--- src/hw/rtl/xcfb_pkg.sv ---
// Types and constants of the XOR-checked frame builder.
package xcfb_pkg;

	localparam logic [7:0] SYNC_BYTE     = 8'hFD;
	localparam logic [7:0] LEN_HIGH_BYTE = 8'h00;
	localparam logic [7:0] LEN_EXTRA     = 8'd3;
	localparam logic [7:0] CMD_RESET     = 8'h01;
	localparam logic [7:0] ENC_RESET     = 8'h00;

	// configuration register indexes
	localparam logic REG_COMMAND  = 1'b0;
	localparam logic REG_ENCODING = 1'b1;

	// one classified item, front to back
	typedef struct packed {
		logic       start;     // opens a frame: header goes out first
		logic       last;      // last payload byte: checksum follows
		logic [7:0] data;
		logic [7:0] len_byte;  // low length byte of the header
	} frame_cmd_t;

	typedef struct packed {
		logic full;
		logic empty;
	} queue_status_t;

endpackage

--- src/hw/rtl/xcfb_front.sv ---
// Front end: accepts items, tracks the open frame, classifies each item.
module xcfb_front import xcfb_pkg::*; (
	input  logic          clk,
	input  logic          arst_n,
	input  logic          in_valid,
	output logic          in_stall,
	input  logic [7:0]    data_byte,
	input  logic          frame_start,
	input  logic [7:0]    frame_len,
	input  queue_status_t qstat,
	output logic          push,
	output frame_cmd_t    push_cmd
);

	logic       accept;
	logic [7:0] len_eff;
	logic [7:0] rem_q;
	logic       in_frame_q;

	assign in_stall = qstat.full;
	assign accept   = in_valid & ~qstat.full;
	// zero length is taken as one
	assign len_eff  = (frame_len == 8'd0) ? 8'd1 : frame_len;
	// bytes outside a frame are dropped here
	assign push     = accept & (frame_start | in_frame_q);

	always_comb begin
		push_cmd.start    = frame_start;
		push_cmd.data     = data_byte;
		push_cmd.len_byte = len_eff + LEN_EXTRA;
		push_cmd.last     = frame_start ? (len_eff == 8'd1) : (rem_q == 8'd1);
	end

	always_ff @(posedge clk or negedge arst_n) begin
		if (!arst_n) begin
			rem_q      <= '0;
			in_frame_q <= 1'b0;
		end else if (accept) begin
			if (frame_start) begin
				rem_q      <= len_eff - 8'd1;
				in_frame_q <= (len_eff != 8'd1);
			end else if (in_frame_q) begin
				rem_q      <= rem_q - 8'd1;
				in_frame_q <= (rem_q != 8'd1);
			end
		end
	end

endmodule

--- src/hw/rtl/xcfb_queue.sv ---
// Short show-ahead queue of classified items between front and back.
module xcfb_queue import xcfb_pkg::*; #(
	parameter int DEPTH = 4
) (
	input  logic          clk,
	input  logic          arst_n,
	input  logic          push,
	input  frame_cmd_t    push_cmd,
	input  logic          pop,
	output frame_cmd_t    head,
	output queue_status_t qstat
);

	localparam int PTR_W = $clog2(DEPTH);
	localparam int CNT_W = $clog2(DEPTH + 1);

	frame_cmd_t         mem_q [DEPTH];
	logic [PTR_W-1:0]   wr_ptr_q;
	logic [PTR_W-1:0]   rd_ptr_q;
	logic [CNT_W-1:0]   count_q;
	logic               do_push;
	logic               do_pop;

	assign qstat.full  = (count_q == CNT_W'(DEPTH));
	assign qstat.empty = (count_q == '0);
	assign do_push     = push & ~qstat.full;
	assign do_pop      = pop & ~qstat.empty;
	assign head        = mem_q[rd_ptr_q];

	always_ff @(posedge clk) begin
		if (do_push) begin
			mem_q[wr_ptr_q] <= push_cmd;
		end
	end

	always_ff @(posedge clk or negedge arst_n) begin
		if (!arst_n) begin
			wr_ptr_q <= '0;
			rd_ptr_q <= '0;
			count_q  <= '0;
		end else begin
			if (do_push) begin
				wr_ptr_q <= (wr_ptr_q == PTR_W'(DEPTH - 1)) ? '0 : wr_ptr_q + 1'b1;
			end
			if (do_pop) begin
				rd_ptr_q <= (rd_ptr_q == PTR_W'(DEPTH - 1)) ? '0 : rd_ptr_q + 1'b1;
			end
			if (do_push & ~do_pop) begin
				count_q <= count_q + 1'b1;
			end else if (do_pop & ~do_push) begin
				count_q <= count_q - 1'b1;
			end
		end
	end

endmodule

--- src/hw/rtl/xcfb_back.sv ---
// Back end: expands queued items into frame bytes, keeps checksum and config.
module xcfb_back import xcfb_pkg::*; (
	input  logic          clk,
	input  logic          arst_n,
	input  logic          cfg_we,
	input  logic          cfg_index,
	input  logic [7:0]    cfg_data,
	input  frame_cmd_t    head,
	input  queue_status_t qstat,
	output logic          pop,
	output logic          out_valid,
	input  logic          out_stall,
	output logic [7:0]    out_byte,
	output logic          end_of_frame
);

	localparam logic [2:0] ST_SYNC   = 3'd0;
	localparam logic [2:0] ST_LEN_HI = 3'd1;
	localparam logic [2:0] ST_LEN_LO = 3'd2;
	localparam logic [2:0] ST_CMD    = 3'd3;
	localparam logic [2:0] ST_ENC    = 3'd4;
	localparam logic [2:0] ST_DATA   = 3'd5;
	localparam logic [2:0] ST_CSUM   = 3'd6;

	logic [7:0] cmd_q;
	logic [7:0] enc_q;
	logic [7:0] xor_q;
	logic [2:0] step_q;
	logic       busy_q;
	logic       out_valid_q;
	logic [7:0] out_byte_q;
	logic       eof_q;

	logic       slot_free;
	logic       fire;
	logic       done;
	logic [2:0] cur_step;
	logic [7:0] byte_nxt;
	logic       eof_nxt;

	assign slot_free = ~out_valid_q | ~out_stall;
	assign fire      = slot_free & ~qstat.empty;
	// a payload item starts at the data step, a start item at the sync byte
	assign cur_step  = busy_q ? step_q : (head.start ? ST_SYNC : ST_DATA);
	assign done      = (cur_step == ST_CSUM) | ((cur_step == ST_DATA) & ~head.last);
	assign pop       = fire & done;

	always_comb begin
		eof_nxt = 1'b0;
		unique case (cur_step)
			ST_SYNC:   byte_nxt = SYNC_BYTE;
			ST_LEN_HI: byte_nxt = LEN_HIGH_BYTE;
			ST_LEN_LO: byte_nxt = head.len_byte;
			ST_CMD:    byte_nxt = cmd_q;
			ST_ENC:    byte_nxt = enc_q;
			ST_DATA:   byte_nxt = head.data;
			ST_CSUM: begin
				byte_nxt = xor_q;
				eof_nxt  = 1'b1;
			end
			default:   byte_nxt = '0;
		endcase
	end

	always_ff @(posedge clk or negedge arst_n) begin
		if (!arst_n) begin
			cmd_q <= CMD_RESET;
			enc_q <= ENC_RESET;
		end else if (cfg_we) begin
			unique case (cfg_index)
				REG_COMMAND:  cmd_q <= cfg_data;
				REG_ENCODING: enc_q <= cfg_data;
				default:      ;
			endcase
		end
	end

	always_ff @(posedge clk or negedge arst_n) begin
		if (!arst_n) begin
			busy_q      <= 1'b0;
			step_q      <= ST_SYNC;
			xor_q       <= '0;
			out_valid_q <= 1'b0;
		end else begin
			if (slot_free) begin
				out_valid_q <= fire;
			end
			if (fire) begin
				busy_q <= ~done;
				step_q <= cur_step + 3'd1;
				if (cur_step == ST_SYNC) begin
					xor_q <= SYNC_BYTE;
				end else if (cur_step == ST_CSUM) begin
					xor_q <= '0;
				end else begin
					xor_q <= xor_q ^ byte_nxt;
				end
			end
		end
	end

	always_ff @(posedge clk) begin
		if (fire) begin
			out_byte_q <= byte_nxt;
			eof_q      <= eof_nxt;
		end
	end

	assign out_valid    = out_valid_q;
	assign out_byte     = out_byte_q;
	assign end_of_frame = eof_q;

endmodule

--- src/hw/rtl/xor_checked_frame_builder_top.sv ---
// Top level of the XOR-checked frame builder.
//
//  channel | direction | handshake            | payload
//  --------+-----------+----------------------+-----------------------------------
//  in      | to block  | in_valid / in_stall   | data_byte, frame_start, frame_len
//  out     | from block| out_valid / out_stall | out_byte, end_of_frame
//  cfg     | to block  | cfg_we                | cfg_index, cfg_data
//
// Payload items give one byte per cycle unless out_stall holds the output,
// and the last byte of a frame is followed by the checksum. A start item
// emits the header (sync, length high and low, command, encoding) and its
// data byte, plus the checksum for a one-byte frame; the item queue
// (QUEUE_DEPTH entries) lets input run ahead meanwhile, and in_stall rises
// only when it is full. The output register takes the next byte whenever
// it is empty or taken. Reset is asynchronous, active low; it clears frame
// state, the queue and restores command_code = 1, encoding_code = 0.
module xor_checked_frame_builder_top import xcfb_pkg::*; #(
	parameter int QUEUE_DEPTH = 4
) (
	input  logic       clk,
	input  logic       arst_n,
	input  logic       in_valid,
	output logic       in_stall,
	input  logic [7:0] data_byte,
	input  logic       frame_start,
	input  logic [7:0] frame_len,
	output logic       out_valid,
	input  logic       out_stall,
	output logic [7:0] out_byte,
	output logic       end_of_frame,
	input  logic       cfg_we,
	input  logic       cfg_index,
	input  logic [7:0] cfg_data
);

	queue_status_t qstat;
	logic          push;
	logic          pop;
	frame_cmd_t    push_cmd;
	frame_cmd_t    head;

	// frame tracking and drop of stray bytes
	xcfb_front u_front (
		.clk         (clk),
		.arst_n      (arst_n),
		.in_valid    (in_valid),
		.in_stall    (in_stall),
		.data_byte   (data_byte),
		.frame_start (frame_start),
		.frame_len   (frame_len),
		.qstat       (qstat),
		.push        (push),
		.push_cmd    (push_cmd)
	);

	// decouples header bursts from the input stream
	xcfb_queue #(
		.DEPTH (QUEUE_DEPTH)
	) u_queue (
		.clk      (clk),
		.arst_n   (arst_n),
		.push     (push),
		.push_cmd (push_cmd),
		.pop      (pop),
		.head     (head),
		.qstat    (qstat)
	);

	// byte sequencer, checksum and output register
	xcfb_back u_back (
		.clk          (clk),
		.arst_n       (arst_n),
		.cfg_we       (cfg_we),
		.cfg_index    (cfg_index),
		.cfg_data     (cfg_data),
		.head         (head),
		.qstat        (qstat),
		.pop          (pop),
		.out_valid    (out_valid),
		.out_stall    (out_stall),
		.out_byte     (out_byte),
		.end_of_frame (end_of_frame)
	);

endmodule

--- config.mk ---
export PLATFORM = sky130hd
export DESIGN_NAME = xor_checked_frame_builder_top
export DESIGN_NICKNAME = d
export VERILOG_FILES = /design/src/hw/rtl/xcfb_pkg.sv /design/src/hw/rtl/xcfb_front.sv /design/src/hw/rtl/xcfb_queue.sv /design/src/hw/rtl/xcfb_back.sv /design/src/hw/rtl/xor_checked_frame_builder_top.sv
export SDC_FILE = /design/constraint.sdc
export NUM_CORES = 1
export LEC_CHECK = 0
export ABC_CLOCK_PERIOD_IN_PS = 9340
export BUFFER_PORTS_ARGS = -buffer_cell sky130_fd_sc_hd__clkbuf_2
export CAP_MARGIN = 15
export CORE_MARGIN = 2
export CORE_UTILIZATION = 58
export CTS_CLUSTER_SIZE = 24
export DETAILED_ROUTE_END_ITERATION = 12
export GPL_ROUTABILITY_DRIVEN = 0
export MAX_ROUTING_LAYER = met4
export PLACE_DENSITY = 0.78
export SLEW_MARGIN = 20
export SYNTH_ARGS = -nofsm -noshare
export SYNTH_HDL_FRONTEND = slang
export SYNTH_SLANG_ARGS = --single-unit
--- constraint.sdc ---
create_clock -name clk -period 9.34 [get_ports clk]
set_input_delay 1.868 -clock clk [delete_from_list [all_inputs] [get_ports clk]]
set_output_delay 1.868 -clock clk [all_outputs]
set_load 0.005 [all_outputs]
### Yosys cells after proc, flatten, opt, wreduce, memory -nomap -nowiden

Memory sizes are Yosys's and may differ from the RTL's.
Index checks and enable logic that the tools add are counted.

| cells by class | value |
|---|---|
| $add $sub $neg | 8 |
| eq/ne operators | 12 |
| multiplexer cells | 18 |
| bitwise logic cells | 22 |
| reduce and logical (&&, ||, !) cells | 8 |

Operators by type and width:

| kind | number |
|---|---|
| $pmux 8 s6 | 1 |
| $mux 8 | 5 |
| $eq 8x1->1 const B | 2 |
| $ne 8x1->1 const B | 2 |
| $sub 8x1->8 const B | 2 |
| $eq 3x3->1 const B | 4 |
| $mux 3 | 4 |
| $and 1x1->1 | 9 |
| $not 1->1 | 9 |
| $add 8x2->8 const B | 1 |
| $logic_not 8->1 | 1 |
| $xor 8x8->8 | 1 |
| $add 3x1->3 const B | 2 |
| $eq 3x2->1 const B | 2 |
| $logic_not 3->1 | 2 |
| $mux 1 | 6 |
| $reduce_and 2->1 | 3 |
| $add 2x1->2 const B | 2 |
| $eq 2x2->1 const B | 2 |
| $mux 2 | 2 |
| $reduce_bool 2->1 | 2 |
| $or 1x1->1 | 3 |
| $sub 3x1->3 const B | 1 |

| storage, ports and cells | value |
|---|---|
| flip-flop bits (word level) | 54 |
| RAM bits | 72 |
| input port bits | 31 |
| output and inout bits | 11 |
| word-level logic and storage cells | 82 |
| memories | 1 |

Memory list:

| memory | depth | width | read ports | clocked after memory_dff | wr ports | line | text |
|---|---|---|---|---|---|---|---|
| u_queue.mem_q | 4 | 18 | 1 | 0 | 1 | xcfb_queue.sv:17 | `frame_cmd_t mem_q [DEPTH];` |

### Logic depth before layout (Yosys ltp)

An unclocked memory read counts as a cell.

| logic depth | value |
|---|---|
| depth after elaboration | 11 |
| mapped depth | 13 |
| mapped depth without buffers | 11 |

### Hierarchy

From an unflattened synthesis, not the netlist that was laid out.

| second synthesis, totals | value |
|---|---|
| cells, all modules | 428 |
| area total of the unflattened synthesis | 6012.0 µm² |

Modules (own cells, without submodules):

| module | instances | cells each | area an instance (µm²) | seq. area each (µm²) |
|---|---|---|---|---|
| xcfb_queue | 1 | 131 | 3046.7 | 2337.2 |
| xcfb_back | 1 | 180 | 2001.9 | 997.2 |
| xcfb_front | 1 | 117 | 963.4 | 225.2 |

### Least setup slack after synthesis

No wires, ideal clock.

| path | value |
|---|---|
| kind | in2reg |
| start point | in frame_start |
| end point | reg u_queue.count_q[1] |
| library setup time | 125 ps |
| data arrival time | 3747 ps |
| required time | 9215 ps |
| path slack | 5468 ps |
| stages on the path | 8 |
| path buffers | 2 |
| path through | clkbuf_1 > o211ai_2 > clkinv_1 > clkbuf_1 > ha_1 > inv_1 > fa_1 > mux2_2 |

| on the way | value |
|---|---|
| word-level cells in the longest chain between the ends | 6 |
| elaborated cells between the ends (all ways) | 8 |
| those cells by class | mux (1); bitwise (6); reduce/logical (1) |

RTL lines:

| what | line | text |
|---|---|---|
| start: declaration | xor_checked_frame_builder_top.sv:25 | `input logic frame_start,` |
| $or 1x1->1 * | xcfb_front.sv:25 | `assign push = accept & (frame_start \| in_frame_q);` |
| $and 1x1->1 * | xcfb_front.sv:25 |  |
| $and 1x1->1 * | xcfb_queue.sv:26 | `assign do_push = push & ~qstat.full;` |
| net u_queue.do_push | xcfb_queue.sv:21 | `logic do_push;` |
| $not 1->1 | xcfb_queue.sv:50 | `end else if (do_pop & ~do_push) begin` |
| $and 1x1->1 | xcfb_queue.sv:50 |  |
| $reduce_bool 2->1 (no line) | n/a |  |
| end signal: assignment | xcfb_queue.sv:49 | `count_q <= count_q + 1'b1;` |
| end signal: assignment | xcfb_queue.sv:51 | `count_q <= count_q - 1'b1;` |
| end: declaration | xcfb_queue.sv:20 | `logic [CNT_W-1:0] count_q;` |

Mark *: on every way through the listed nets, which the timed path passes. The rest lies on a longest branch.
A chain may end at the register's enable or synchronous reset.

### Worst setup path after layout

| path | value |
|---|---|
| start point | reg u_queue.rd_ptr_q[1] |
| end point | reg u_queue.count_q[2] |

| on the way | value |
|---|---|
| word-level cells in the longest chain between the ends | 11 |
| elaborated cells between the ends (all ways) | 15 |
| those cells by class | eq/ne (2); mux (3); bitwise (8); reduce/logical (1); memory (1) |

RTL lines:

| what | line | text |
|---|---|---|
| start: declaration | xcfb_queue.sv:19 | `logic [PTR_W-1:0] rd_ptr_q;` |
| start signal: assignment | xcfb_queue.sv:46 | `rd_ptr_q <= (rd_ptr_q == PTR_W'(DEPTH - 1)) ? '0 : rd_ptr_q + 1'b1;` |
| $mem_v2 4x18 * | n/a |  |
| $mux 3 (2 in series) | xcfb_back.sv:44 | `assign cur_step = busy_q ? step_q : (head.start ? ST_SYNC : ST_DATA);` |
| $eq 3x3->1 | xcfb_back.sv:45 | `assign done = (cur_step == ST_CSUM) \| ((cur_step == ST_DATA) & ~head.last);` |
| $and 1x1->1 | xcfb_back.sv:45 |  |
| $or 1x1->1 * | xcfb_back.sv:45 |  |
| $and 1x1->1 * | xcfb_back.sv:46 | `assign pop = fire & done;` |
| $and 1x1->1 * | xcfb_queue.sv:27 | `assign do_pop = pop & ~qstat.empty;` |
| $not 1->1 | xcfb_queue.sv:48 | `if (do_push & ~do_pop) begin` |
| $and 1x1->1 | xcfb_queue.sv:48 |  |
| $mux 3 or $reduce_bool 2->1 (tied branches) | n/a |  |

Every way passes the cells marked *; elsewhere a longest branch is shown, timed or not.

==> run summary <==
register share of total power: 0.386
setup ws final: 5.25 ns
Mapped Nets: 459
CTS max path bufs: 2
Slew Viols, Final: 0
initial drt markers: 201
most frequent cells in the layout: 81 x edfxtp_1, 44 x dfrtp_1, 41 x clkbuf_2
WP data required: 9.79 ns
# Max-Cap Violations: 0
grt total ovfl: 0
FF-to-FF End: u_queue.count_q[2]$_DFFE_PN0P_
hold path depth: 2
Seq/Total Area, Yosys: 0.611
Worst Setup SP: u_queue.rd_ptr_q[1]$_DFFE_PN0P_
Post-Syn Area per Cell: 14.1 µm²
global-route wire length before repair: 19200 µm
Ys Warns: 0
critical-path maximum fanout: 20
largest net degree at the start of global routing: 46
CTS Root Cell: clkbuf_8
Internal Pwr Total: 1.49 mW
Final setup viols: 0
minimum hold slack: 0.482 ns
vias in the first global route: 3775
post-route ant nets: 0
count of mapped cells out of synthesis: 412
Lkg Pwr: 2.52 nW
Setup CP Type: flip-flop to flip-flop
final core utilization: 0.682
crit-path leading delay family: adder cells
FF-to-FF Start: u_queue.rd_ptr_q[1]$_DFFE_PN0P_
Post-Syn Area: 5830 µm²
crit share post-route: 0.438
slew at the pin with the worst max-slew slack: 0.947 ns
Synth cell types: 57
WL final: 11500 µm
Hold Fails Final Rpt: 0
status: complete, no violations
Hold Path End: u_back.step_q[2]$_DFFE_PN0N_
Rel. slew slack: 0.369
worst slack, placed: 5.14 ns
Nets: 504
Core Area: 9770 µm²
Die W: 104 µm
Std-Cell Rows: 36
I/O Buffers: 41
top-level port count: 42
drt drc: 0
H-tree level count: 4
crit-path cells: mux4_2 -> mux2i_1 -> inv_1 -> ha_1 -> o211ai_1 -> ha_1 -> inv_1 -> fa_1 -> xor2_1 -> nor2_1 -> xor2_1
Vias/cell: 6.08
crit path buf inv count: 2
TritonCTS Sinks: 126
Max IR drop VDD: 0.198 mV
Power, Total: 2.30 mW
Synth Flop Type: edfxtp_1
die height: 104 µm
Post-CTS Setup Inserts: 0
Via Count: 3665
startpoint types: flip-flop
pwr dens: 345 nW/µm²
Detail Placement HPWL: 7530 µm
FMAX: 0.244 GHz
PostCTS Resize Cnt: 0
Hold Startpoint: u_back.step_q[2]$_DFFE_PN0N_
most common cell after layout, fill and taps aside: edfxtp_1
combinational power share: 0.357
TritonRoute pass-1 iters: 6
crit path time final: 4.09 ns
Synth Register Bits: 126
Worst path max stage delay: 0.92 ns
CTS clk-pin slew, worst paths: 0.06 ns
crit end category: flip-flop
R2R cell count: 11
RSZ-0062 raised after global routing: no
Post-synth EDFFs: 81
hold_buf cts: 0
Crit-path slowest cell: dfrtp_1
post-route clock skew: 0.0112 ns
ys async rst share: 0.357
wire per inst: 19.1 µm
TritonCTS clock tree: yes
gr usage total: 0.238
initial antenna violation count: 0
share of layout cells above drive strength 1: 0.268
Initial Util: 0.596
Hold Path Class: flip-flop to flip-flop
sw frac: 0.350
NetSw: 0.804 mW
Fill cells: 668
clock share of power: 0.256
area grow syn2layout: 14.4%
TNS Setup: 0 ns
total CTS buffers: 17
R2R setup slack: 5.25 ns
arrival time worst endpoint: 4.55 ns
Ant. Diodes: 0
die area: 10900 µm²
clk_lat worst skew: 0.53 ns
## worst min-delay path, stage by stage, from the launching register on
cell,delay (ns)
dfrtp_1,0.34
nand2_1,0.05
o21ai_0,0.06
## flip-flops by register name (all words and copies together), names as in the netlist, 2 cells and up
signal / flops
u_queue.wr_ptr_q: 2
u_front.rem_q: 8
u_queue.count_q: 3
u_back.step_q: 3
u_queue.mem_q: 72
u_back.out_byte: 8
u_back.enc_q: 8
u_queue.rd_ptr_q: 2
u_back.cmd_q: 8
u_back.xor_q: 8
## cells by family after synthesis
group	after synthesis	synth area share
multiplexers	47	0.129
adder cells (fa/ha/maj)	16	0.0356
AO/OA/AOI/OAI	82	0.0964
flip-flops	126	0.611
XOR/XNOR	13	0.0195
AND/OR/NAND/NOR	92	0.0816
buffers and inverters	36	0.0275
## final cells by class
| cell class | instances | area, µm² | share of cell area |
|---|---|---|---|
| clock buffers | 21 | 439 | 0.0659 |
| clock inverters | 11 | 96.3 | 0.0145 |
| inverters | 18 | 67.6 | 0.0101 |
| multi-input cells | 250 | 2110 | 0.316 |
| flip-flops and latches | 126 | 3560 | 0.534 |
| well taps | 133 | 166 | 0.0250 |
| repair buffers | 44 | 228 | 0.0342 |
## metrics by stage
| stage | cells | cell area, µm² |
|---|---|---|
| after global placement | 571 | 6130 |
| after floorplan | 412 | 5830 |
| after global routing | 603 | 6670 |
| after CTS | 603 | 6670 |
| final | 603 | 6670 |
| after detailed placement | 571 | 6130 |
## routing by layer
layer	part of all wire	track usage	vias to the layer above
li1	-	-	1690
met1	0.41	0.292	1804
met2	0.51	0.377	148
met3	0.059	0.0670	23
met4	0.018	0.0936	0
met5	0	-	-
## power groups by stage
stage                     clock (mW)  sequential [mW]  combinational [mW]
after floorplan                    0            0.853               0.652
after global placement             0            0.884               0.781
after detailed placement           0            0.896               0.811
after CTS                      0.599            0.887               0.820
after global routing           0.624            0.908               0.899
final                          0.590            0.888               0.821
## synth_stat cells (3+ instances only)
library cell,number,area (µm²)
nand3_1,9,45.0
o21ai_0,15,75.1
xor2_1,6,52.6
o21ai_2,3,26.3
dfrtp_1,44,1100
and2_1,6,37.5
buf_1,4,15.0
ha_1,15,188
a211oi_1,7,52.6
nand4_1,7,43.8
and3_1,3,18.8
nand2_1,30,113
o22ai_1,9,56.3
clkbuf_1,8,30.0
a31oi_1,20,125
nor3_1,5,25.0
or4_1,4,30.0
a21o_1,3,22.5
nor2_1,13,48.8
inv_1,16,60.1
mux4_2,18,405
mux2i_1,3,30.0
mux2_2,24,270
and4_1,6,52.6
a21oi_1,6,30.0
edfxtp_1,81,2430
xnor2_1,7,61.3
## worst max-delay path by stage
stage | end | slack (ns) | depth (start not counted)
finish | u_queue.count_q[2]$_DFFE_PN0P_ | 5.25 | 11
global route | u_queue.count_q[2]$_DFFE_PN0P_ | 5.01 | 11
CTS | u_queue.count_q[2]$_DFFE_PN0P_ | 5.22 | 11
detailed placement | u_queue.count_q[1]$_DFFE_PN0P_ | 5.14 | 7
global placement | u_queue.count_q[1]$_DFFE_PN0P_ | 5.28 | 7
floorplan | u_queue.count_q[1]$_DFFE_PN0P_ | 5.47 | 8
Note: power is estimated with default switching activity, not from simulation.
